$ cat src/hw/rtl/qft_pkg.sv
// Shared types, constants and helpers of the quoted field tokenizer
package qft_pkg;

	// Character set lanes
	localparam int SEPARATOR_SLOTS = 4;
	localparam int SPACE_SLOTS     = 4;
	localparam int LANES           = 4;

	// Results per request and queue sizing
	localparam int MAX_RES = 4;
	localparam int RCNT_W  = $clog2(MAX_RES + 1);
	localparam int RIDX_W  = $clog2(MAX_RES);
	localparam int QDEPTH  = 4;
	localparam int QPTR_W  = $clog2(QDEPTH);
	localparam int QCNT_W  = $clog2(QDEPTH + 1);

	// Special bytes
	localparam logic [7:0] CH_ESC     = 8'h5C;
	localparam logic [7:0] QUOTE_CHAR = 8'h22;

	// Configuration register indexes
	localparam logic [1:0] REG_SEP_CHARS   = 2'd0;
	localparam logic [1:0] REG_SEP_COUNT   = 2'd1;
	localparam logic [1:0] REG_SPACE_CHARS = 2'd2;
	localparam logic [1:0] REG_SPACE_COUNT = 2'd3;

	// Command codes
	localparam logic CMD_BYTE = 1'b0;
	localparam logic CMD_END  = 1'b1;

	typedef enum logic [1:0] {
		KIND_BYTE = 2'd0,
		KIND_END  = 2'd1,
		KIND_DONE = 2'd2
	} kind_t;

	typedef struct packed {
		kind_t      kind;
		logic [7:0] data;
	} res_t;

	// All results caused by one request
	typedef struct packed {
		logic [RCNT_W-1:0]       count;
		res_t [MAX_RES-1:0]      res;
	} bundle_t;

	// Append one result to a bundle; non-byte results carry a zero byte
	function automatic bundle_t bundle_add(bundle_t b, kind_t k, logic [7:0] d);
		bundle_t r;
		r = b;
		if (b.count < RCNT_W'(MAX_RES)) begin
			r.res[b.count[RIDX_W-1:0]].kind = k;
			r.res[b.count[RIDX_W-1:0]].data = (k == KIND_BYTE) ? d : 8'd0;
			r.count = b.count + 1'b1;
		end
		return r;
	endfunction

endpackage

$ cat src/hw/rtl/qft_front.sv
// Front end: configuration, byte classing, parse state machine, result bundling
module qft_front (
	input  logic             clk,
	input  logic             arst_n,
	input  logic             push,
	input  logic             command,
	input  logic [7:0]       char_in,
	input  logic             q_full,
	output logic             q_push,
	output qft_pkg::bundle_t q_data,
	input  logic             cfg_valid,
	output logic             cfg_ready,
	input  logic [1:0]       cfg_index,
	input  logic [31:0]      cfg_data
);
	import qft_pkg::*;

	typedef enum logic [1:0] {
		MODE_START    = 2'd0,
		MODE_QUOTED   = 2'd1,
		MODE_UNQUOTED = 2'd2,
		MODE_FINISHED = 2'd3
	} mode_t;

	typedef enum logic [1:0] {
		CLS_QUOTE = 2'd0,
		CLS_SPACE = 2'd1,
		CLS_SEP   = 2'd2,
		CLS_OTHER = 2'd3
	} cls_t;

	typedef struct packed {
		mode_t mode;
		logic  e_end;
		logic  e_byte;
	} adv_t;

	mode_t       mode_q;
	logic        esc_q;
	logic [31:0] sep_chars_q;
	logic [2:0]  sep_count_q;
	logic [31:0] space_chars_q;
	logic [2:0]  space_count_q;

	logic        accept;
	logic        esc_quote;
	logic [7:0]  a_char;
	adv_t        adv_a;
	adv_t        adv_b;
	mode_t       mode_mid;
	mode_t       mode_nx;
	logic        use_b;
	cls_t        cls_b;
	bundle_t     bnd;

	function automatic logic in_set(logic [7:0] c, logic [31:0] chars, logic [2:0] count,
			int slots);
		logic hit;
		hit = 1'b0;
		for (int i = 0; i < LANES; i++) begin
			if (i < slots && count > 3'(i) && chars[8*i +: 8] == c)
				hit = 1'b1;
		end
		return hit;
	endfunction

	function automatic cls_t classify(logic [7:0] c, logic [31:0] sp_chars,
			logic [2:0] sp_count, logic [31:0] sc_chars, logic [2:0] sc_count);
		cls_t t;
		if (c == QUOTE_CHAR)
			t = CLS_QUOTE;
		else if (c == CH_ESC)
			t = CLS_OTHER;
		else if (in_set(c, sp_chars, sp_count, SPACE_SLOTS))
			t = CLS_SPACE;
		else if (in_set(c, sc_chars, sc_count, SEPARATOR_SLOTS))
			t = CLS_SEP;
		else
			t = CLS_OTHER;
		return t;
	endfunction

	// One parse step: next mode, and whether a field end and/or the byte goes out
	function automatic adv_t advance(mode_t m, cls_t t);
		adv_t a;
		a.mode   = m;
		a.e_end  = 1'b0;
		a.e_byte = 1'b0;
		unique case (m)
			MODE_START: begin
				if (t == CLS_QUOTE) begin
					a.mode = MODE_QUOTED;
				end else if (t == CLS_SEP) begin
					a.e_end = 1'b1;
				end else if (t == CLS_OTHER) begin
					a.e_byte = 1'b1;
					a.mode   = MODE_UNQUOTED;
				end
			end
			MODE_QUOTED: begin
				if (t == CLS_QUOTE)
					a.mode = MODE_FINISHED;
				else
					a.e_byte = 1'b1;
			end
			MODE_UNQUOTED: begin
				if (t == CLS_QUOTE) begin
					a.e_end = 1'b1;
					a.mode  = MODE_QUOTED;
				end else if (t == CLS_SPACE) begin
					a.mode = MODE_FINISHED;
				end else if (t == CLS_SEP) begin
					a.e_end = 1'b1;
					a.mode  = MODE_START;
				end else begin
					a.e_byte = 1'b1;
				end
			end
			MODE_FINISHED: begin
				if (t == CLS_QUOTE) begin
					a.e_end = 1'b1;
					a.mode  = MODE_QUOTED;
				end else if (t == CLS_SEP) begin
					a.e_end = 1'b1;
					a.mode  = MODE_START;
				end else if (t == CLS_OTHER) begin
					a.e_end  = 1'b1;
					a.e_byte = 1'b1;
					a.mode   = MODE_UNQUOTED;
				end
			end
			default: a.mode = MODE_START;
		endcase
		return a;
	endfunction

	assign accept    = push && !q_full;
	assign cfg_ready = 1'b1;

	// Resolve a pending backslash: literal quote before a quote, else literal backslash
	assign esc_quote = esc_q && command == CMD_BYTE && char_in == QUOTE_CHAR;
	assign a_char    = (command == CMD_BYTE && char_in == QUOTE_CHAR) ? QUOTE_CHAR : CH_ESC;
	assign adv_a     = advance(mode_q, CLS_OTHER);
	assign mode_mid  = esc_q ? adv_a.mode : mode_q;

	// Handle the new byte itself unless it was consumed or starts an escape
	assign cls_b = classify(char_in, space_chars_q, space_count_q, sep_chars_q, sep_count_q);
	assign adv_b = advance(mode_mid, cls_b);
	assign use_b = command == CMD_BYTE && !esc_quote && char_in != CH_ESC;

	// Collect results of this request in order
	always_comb begin
		bnd = '0;
		if (esc_q) begin
			if (adv_a.e_end)
				bnd = bundle_add(bnd, KIND_END, 8'd0);
			if (adv_a.e_byte)
				bnd = bundle_add(bnd, KIND_BYTE, a_char);
		end
		if (use_b) begin
			if (adv_b.e_end)
				bnd = bundle_add(bnd, KIND_END, 8'd0);
			if (adv_b.e_byte)
				bnd = bundle_add(bnd, KIND_BYTE, char_in);
		end
		if (command == CMD_END) begin
			if (mode_mid != MODE_START)
				bnd = bundle_add(bnd, KIND_END, 8'd0);
			bnd = bundle_add(bnd, KIND_DONE, 8'd0);
		end
	end

	assign mode_nx = (command == CMD_END) ? MODE_START : (use_b ? adv_b.mode : mode_mid);
	assign q_push  = accept && bnd.count != '0;
	assign q_data  = bnd;

	// Hold parse state and configuration
	always_ff @(posedge clk or negedge arst_n) begin
		if (!arst_n) begin
			mode_q        <= MODE_START;
			esc_q         <= 1'b0;
			sep_chars_q   <= 32'd44;
			sep_count_q   <= 3'd1;
			space_chars_q <= 32'd2336;
			space_count_q <= 3'd2;
		end else begin
			if (accept) begin
				mode_q <= mode_nx;
				esc_q  <= command == CMD_BYTE && char_in == CH_ESC;
			end
			if (cfg_valid && cfg_ready) begin
				unique case (cfg_index)
					REG_SEP_CHARS:   sep_chars_q   <= cfg_data;
					REG_SEP_COUNT:   sep_count_q   <= cfg_data[2:0];
					REG_SPACE_CHARS: space_chars_q <= cfg_data;
					REG_SPACE_COUNT: space_count_q <= cfg_data[2:0];
					default:         sep_chars_q   <= sep_chars_q;
				endcase
			end
		end
	end

endmodule

$ cat src/hw/rtl/qft_fifo.sv
// Short queue of result bundles between front and back
module qft_fifo (
	input  logic             clk,
	input  logic             arst_n,
	input  logic             wr_en,
	input  qft_pkg::bundle_t wr_data,
	output logic             full,
	input  logic             rd_en,
	output qft_pkg::bundle_t rd_data,
	output logic             empty
);
	import qft_pkg::*;

	bundle_t           mem_q [QDEPTH];
	logic [QPTR_W-1:0] wr_ptr_q;
	logic [QPTR_W-1:0] rd_ptr_q;
	logic [QCNT_W-1:0] cnt_q;
	logic              do_wr;
	logic              do_rd;

	assign full    = cnt_q == QCNT_W'(QDEPTH);
	assign empty   = cnt_q == '0;
	assign do_wr   = wr_en && !full;
	assign do_rd   = rd_en && !empty;
	assign rd_data = mem_q[rd_ptr_q];

	// Store a bundle
	always_ff @(posedge clk) begin
		if (do_wr)
			mem_q[wr_ptr_q] <= wr_data;
	end

	// Advance pointers and fill count
	always_ff @(posedge clk or negedge arst_n) begin
		if (!arst_n) begin
			wr_ptr_q <= '0;
			rd_ptr_q <= '0;
			cnt_q    <= '0;
		end else begin
			if (do_wr)
				wr_ptr_q <= (wr_ptr_q == QPTR_W'(QDEPTH - 1)) ? '0 : wr_ptr_q + 1'b1;
			if (do_rd)
				rd_ptr_q <= (rd_ptr_q == QPTR_W'(QDEPTH - 1)) ? '0 : rd_ptr_q + 1'b1;
			if (do_wr && !do_rd)
				cnt_q <= cnt_q + 1'b1;
			else if (do_rd && !do_wr)
				cnt_q <= cnt_q - 1'b1;
		end
	end

endmodule

$ cat src/hw/rtl/qft_back.sv
// Back end: serialize each bundle into single results on the output queue ports
module qft_back (
	input  logic             clk,
	input  logic             arst_n,
	input  logic             q_empty,
	input  qft_pkg::bundle_t q_data,
	output logic             q_pop,
	output logic             empty,
	input  logic             pop,
	output logic [1:0]       result_kind,
	output logic [7:0]       field_byte,
	output logic             run_last
);
	import qft_pkg::*;

	bundle_t           cur_q;
	logic [RIDX_W-1:0] idx_q;
	logic              valid_q;
	logic              last;
	logic              take;
	res_t              cur;

	assign last  = idx_q == RIDX_W'(cur_q.count - 1'b1);
	assign take  = !valid_q || (pop && last);
	assign q_pop = take && !q_empty;

	// Load a new bundle
	always_ff @(posedge clk) begin
		if (q_pop)
			cur_q <= q_data;
	end

	// Step through the results of the held bundle
	always_ff @(posedge clk or negedge arst_n) begin
		if (!arst_n) begin
			valid_q <= 1'b0;
			idx_q   <= '0;
		end else if (q_pop) begin
			valid_q <= 1'b1;
			idx_q   <= '0;
		end else if (pop && valid_q) begin
			if (last)
				valid_q <= 1'b0;
			else
				idx_q <= idx_q + 1'b1;
		end
	end

	assign cur         = cur_q.res[idx_q];
	assign empty       = !valid_q;
	assign result_kind = cur.kind;
	assign field_byte  = cur.data;
	assign run_last    = last;

endmodule

$ cat src/hw/rtl/quoted_field_tokenizer.sv
// A byte accepted goes into the queue, then into the back end's held bundle, before
// its first result is on the ports. Throughput: one byte per cycle while pop is held
// and each byte yields at most one result; the port drains one result per cycle, so
// requests of two to four results fill the queue; full rises at four bundles.
// Reset (arst_n low, asynchronous): parser to start, no pending backslash,
// queue and output empty, registers to separator comma and spaces space and tab.
module quoted_field_tokenizer (
	input  logic        clk,
	input  logic        arst_n,
	input  logic        push,
	output logic        full,
	input  logic        command,
	input  logic [7:0]  char_in,
	output logic        empty,
	input  logic        pop,
	output logic [1:0]  result_kind,
	output logic [7:0]  field_byte,
	output logic        run_last,
	input  logic        cfg_valid,
	output logic        cfg_ready,
	input  logic [1:0]  cfg_index,
	input  logic [31:0] cfg_data
);
	import qft_pkg::*;

	logic    q_push;
	bundle_t q_wr_data;
	logic    q_full;
	logic    q_pop;
	bundle_t q_rd_data;
	logic    q_empty;

	assign full = q_full;

	// Classify and parse each request
	qft_front u_front (
		.clk       (clk),
		.arst_n    (arst_n),
		.push      (push),
		.command   (command),
		.char_in   (char_in),
		.q_full    (q_full),
		.q_push    (q_push),
		.q_data    (q_wr_data),
		.cfg_valid (cfg_valid),
		.cfg_ready (cfg_ready),
		.cfg_index (cfg_index),
		.cfg_data  (cfg_data)
	);

	// Decouple front and back
	qft_fifo u_fifo (
		.clk     (clk),
		.arst_n  (arst_n),
		.wr_en   (q_push),
		.wr_data (q_wr_data),
		.full    (q_full),
		.rd_en   (q_pop),
		.rd_data (q_rd_data),
		.empty   (q_empty)
	);

	// Deliver results one at a time
	qft_back u_back (
		.clk         (clk),
		.arst_n      (arst_n),
		.q_empty     (q_empty),
		.q_data      (q_rd_data),
		.q_pop       (q_pop),
		.empty       (empty),
		.pop         (pop),
		.result_kind (result_kind),
		.field_byte  (field_byte),
		.run_last    (run_last)
	);

endmodule

$ cat config.mk
export PLATFORM = sky130hd
export DESIGN_NAME = quoted_field_tokenizer
export DESIGN_NICKNAME = d
export VERILOG_FILES = /design/src/hw/rtl/qft_pkg.sv /design/src/hw/rtl/qft_front.sv /design/src/hw/rtl/qft_fifo.sv /design/src/hw/rtl/qft_back.sv /design/src/hw/rtl/quoted_field_tokenizer.sv
export SDC_FILE = /design/constraint.sdc
export NUM_CORES = 1
export LEC_CHECK = 0
export BUFFER_PORTS_ARGS = -buffer_cell sky130_fd_sc_hd__buf_2
export CAP_MARGIN = 15
export CORE_ASPECT_RATIO = 1.25
export CORE_MARGIN = 2
export CORE_UTILIZATION = 60
export CTS_CLUSTER_SIZE = 24
export DETAILED_ROUTE_END_ITERATION = 6
export GPL_TIMING_DRIVEN = 0
export PLACE_DENSITY = 0.84
export REMOVE_ABC_BUFFERS = 1
export SLEW_MARGIN = 20
export SYNTH_ARGS = -nofsm -noshare
export SYNTH_HDL_FRONTEND = slang
export SYNTH_HIERARCHICAL = 1
export SYNTH_SLANG_ARGS = --single-unit
$ cat constraint.sdc
create_clock -name clk -period 7.55 [get_ports clk]
set_input_delay 1.1325 -clock clk [delete_from_list [all_inputs] [get_ports clk]]
set_output_delay 1.1325 -clock clk [all_outputs]
set_load 0.05 [all_outputs]
After elaboration in Yosys (flattened, before gate mapping)
Memories as Yosys holds them, arrays and structs flattened. A register that Yosys moved wholly into a read port is not among the register bits.
Cells that the tools add are included.
{"block": "word_totals", "reg_bits": 83, "word_cells": 236, "ram_bits": 172, "mem_count": 1}
{"memory": "u_fifo.mem_q", "depth": 4, "word_bits": 43, "rd": 1, "rd_ports_with_merged_regs": 1, "wr": 1, "line": "qft_fifo.sv:14", "rtl": "bundle_t mem_q [QDEPTH];"}
{"block": "op_classes", "order_cmp": 24, "eq_ne": 28, "n_bitwise": 1, "n_reduce_logical": 53, "mux": 107, "n_addsub": 11}
{"cell": "43-bit 2-to-1 mux", "n": 15}
{"cell": "40-bit bitwise mux", "n": 10}
{"cell": "10-bit demux with 2-bit select", "n": 10}
{"cell": "8-bit == test", "n": 8}
{"cell": "10-bit 2-to-1 mux", "n": 6}
{"cell": "41-bit 2-to-1 mux", "n": 1}
{"cell": "8-bit 2-to-1 mux", "n": 5}
{"cell": "2-bit 2-to-1 mux", "n": 19}
{"cell": "1-bit 2-to-1 mux", "n": 29}
{"cell": "1-bit logical AND", "n": 28}
{"cell": "10-bit binary-select mux with 2-bit select", "n": 1}
{"cell": "2-bit == test, second input constant", "n": 10}
{"cell": "3-bit by 1-bit adder with 3-bit output, second input constant", "n": 6}
{"cell": "2-bit by 3-bit less-than comparator with 1-bit output, second input constant", "n": 6}
{"cell": "3-bit 2-to-1 mux", "n": 6}
{"cell": "3-bit less-than comparator, second input constant", "n": 5}
{"cell": "3-bit by 1-bit > comparator with 1-bit output, second input constant", "n": 4}
{"cell": "3-bit by 2-bit > comparator with 1-bit output, second input constant", "n": 4}
{"cell": "2-bit AND reduction", "n": 6}
{"cell": "2-bit by 1-bit greater-or-equal comparator with 1-bit output, second input constant", "n": 5}
{"cell": "2-bit by 1-bit == test with 1-bit output, second input constant", "n": 4}
{"cell": "8-bit by 6-bit == test with 1-bit output, second input constant", "n": 1}
{"cell": "8-bit by 7-bit == test with 1-bit output, second input constant", "n": 1}
{"cell": "2-bit zero test", "n": 4}
{"cell": "20 further kinds", "n": 30}

Depth between registers and ports, before layout
{"block": "depth", "word_depth": 55, "ltp_mapped": 30, "ltp_nobuf": 27}

Cells and area by module
Netlist, hierarchy kept.
{"mod": "qft_fifo", "cells_each": 262, "n_inst": 1, "seq_area_each_um2": 5340.1, "area_per_inst_um2": 6652.6}
{"mod": "qft_front", "cells_each": 432, "n_inst": 1, "seq_area_each_um2": 1836.8, "area_per_inst_um2": 4747.1}
{"mod": "qft_back", "cells_each": 83, "n_inst": 1, "seq_area_each_um2": 1336.3, "area_per_inst_um2": 1739.2}

Worst setup path before layout
Ideal clock, no wire load.
{"block": "synth_timing", "path_type": "input to register", "from": "input port char_in[1]", "to": "memory u_fifo/mem_q[0][0] (netlist bit), enable pin", "arrival_ps": 5942, "path_stages": 25, "slack_ps": 1203, "t_required_ps": 7145, "n_path_buf": 3, "setup_time_ps": 405, "path_cell_list": "buf_4 buf_4 xor2_1 nor4_1 o2111ai_1 o41ai_4 nor2_2 o221ai_4 xnor2_2 inv_1 ha_1 mux2i_1 mux2i_1 inv_1 ha_1 mux2i_1 ha_1 o21a_1 a21oi_1 o21ai_0 o21ai_0 a21oi_1 nor2b_1 buf_2 and2_1"}
{"element": "start, declared", "line": "quoted_field_tokenizer.sv:13", "rtl": "input logic [7:0] char_in,"}
{"element": "end, declared", "line": "qft_fifo.sv:14"}

==> results.cfg <==
[timing]
final.min_clock_period_ns = 6.86
fin_hold_ws_ns = 0.510
fmax_mhz = 146
fin_worst_skew_ns = 0.0163
hold_violations = 0
slew_headroom = 0.345
worst_pin_slew_ns = 0.982
worst_slack_ns = 0.695
finalCritPeriodShare = 0.908
setup_viol = 0
slew_viol_final = 0
rsz0062_at_grt = false

[global_routing]
grtUsageTotal = 0.226
first_global_vias = 7276
grt_remaining_overflow = 0
grt_pass1_wl_um = 39600
grt_start_max_net_pins = 59
antenna_found_initial = 1

[detailed_routing]
routedWlPerCell_um = 21.9
drc = 0
first_pass_iters = 5
first_iter_violations = 588
drt_wl_total_um = 24800
vias_per_cell = 6.09
via_count = 6891
ant_nets = 0

[final_layout]
diodes = 0
stdcell_area_mm2 = 0.0144
nNetsFinal = 896
final_cell_mix = 210 x edfxtp_1, 73 x dfrtp_1, 73 x mux2_2, 59 x buf_2, 52 x mux4_2
fillCellCount = 1427
layout_commonest_cell = edfxtp_1
area_growth_pct = 10.6
drive_above_1_share = 0.313

[clock_network]
cts_setup_buffers = 0
cts.sinks = 293
cts_resized = 0
clk_latency_ns = 0.54
cts_tree = done
ctsHoldBuffers = 0
cts_max_level = 1
cts-buffers-inserted = 28
clockBufferDepth = 3
root_buffer = clkbuf_16
clkSlewWorstSetupHoldPaths_ns = 0.06

[worst_setup_path]
critPathCaptureType = register
startpoint_type = primary input
required_ns = 8.01
slowest_delay_ns = 0.52
rr_worst_depth = 27
cp_max_fo = 13
crit_top_cell = ha_1
crit_type = primary input to register
critical_path.slowest_cell = nor2b_1
crit_arrival_ns = 7.31
critPathTopFamily = adder cells
path_buf_inv = 4
cp.depth = 28

[die]
fp.dieH_um = 169
start_util = 0.607
dieArea_mm2 = 0.0229
rows = 60
core_area_mm2 = 0.0214
ios = 62
fp.dieW_um = 136

[synth]
ys_warn_count = 6
syn_inst = 772
avgSynthCellArea_um2 = 16.8
synth_area_mm2 = 0.0130

[power]
p_per_area_mw_per_mm2 = 346
p_leak_uw = 0.00525
vdd_drop_max_v = 0.000202

[flow_run]
maxCapViolCount = 0

[placed_design]
gp_congestion = 0.880
dp_hpwl_um = 15800
placed_area_mm2 = 0.0135
numPortBuffers = 60
dp_slack_ns = 0.207

[hold_path]
worstHoldPathType = primary input to async pin

[status]
status = complete, no violations
## worst paths after layout
kind	from	slack (ns)	to
max	char_in[3]	0.69	u_fifo/cnt_q[2]
min	arst_n	0.51	u_front/sep_chars_q[11]
max reg2reg	u_front/space_chars_q[11]	1.28	u_fifo/cnt_q[2]
min reg2reg	u_front/space_chars_q[0]	0.53	u_front/space_chars_q[0]
max in group asynchronous	arst_n	6.37	u_front/space_chars_q[8]
min in group clk	u_front/space_chars_q[0]	0.53	u_front/space_chars_q[0]
## sequential cells by signal, indices dropped and copies added, names as in the netlist
name	flops
u_back/cur_q	42
u_back/idx_q	2
u_back/valid_q	1
u_fifo/cnt_q	3
u_fifo/mem_q	168
u_fifo/rd_ptr_q	2
u_fifo/wr_ptr_q	2
u_front/esc_q	1
u_front/mode_q	2
u_front/sep_chars_q	32
u_front/sep_count_q	3
u_front/space_chars_q	32
u_front/space_count_q	3
## stage by stage
step | cells | TNS, ns | util | power [uW]
after global placement | 1070 | -119.51 | 0.624 | 3670
after CTS | 1132 | 0 | 0.672 | 5020
after detailed placement | 1080 | 0 | 0.633 | 3740
after floorplan | 731 | 0 | - | 3340
final | 1132 | 0 | 0.672 | 4970
after global routing | 1132 | 0 | 0.672 | 5200
## layer usage
metal	share of wire	track usage	wire [um]
met5	0.00052	0	13
met3	0.057	0.0368	1420
met2	0.53	0.399	13200
met4	0.023	0.0725	575
met1	0.39	0.287	9620
## where the power goes
| group | switching (uW) | internal (uW) | total (uW) |
|---|---|---|---|
| logic | 723 | 585 | 1310 |
| clock network | 561 | 718 | 1280 |
| registers | 218 | 2170 | 2390 |
| total | 1500 | 3470 | 4970 |
## layout make-up
cell class              instances  area, um2  share of cell area
clock buffers                  42        785              0.0546
clock inverters                10       55.1             0.00383
inverters                      11       41.3             0.00287
multi-input cells             427       4290               0.298
flip-flops and latches        293       8400               0.584
well taps                     279        349              0.0243
repair buffers                 70        458              0.0319
No activity file was read; power rests on OpenSTA's default activity.
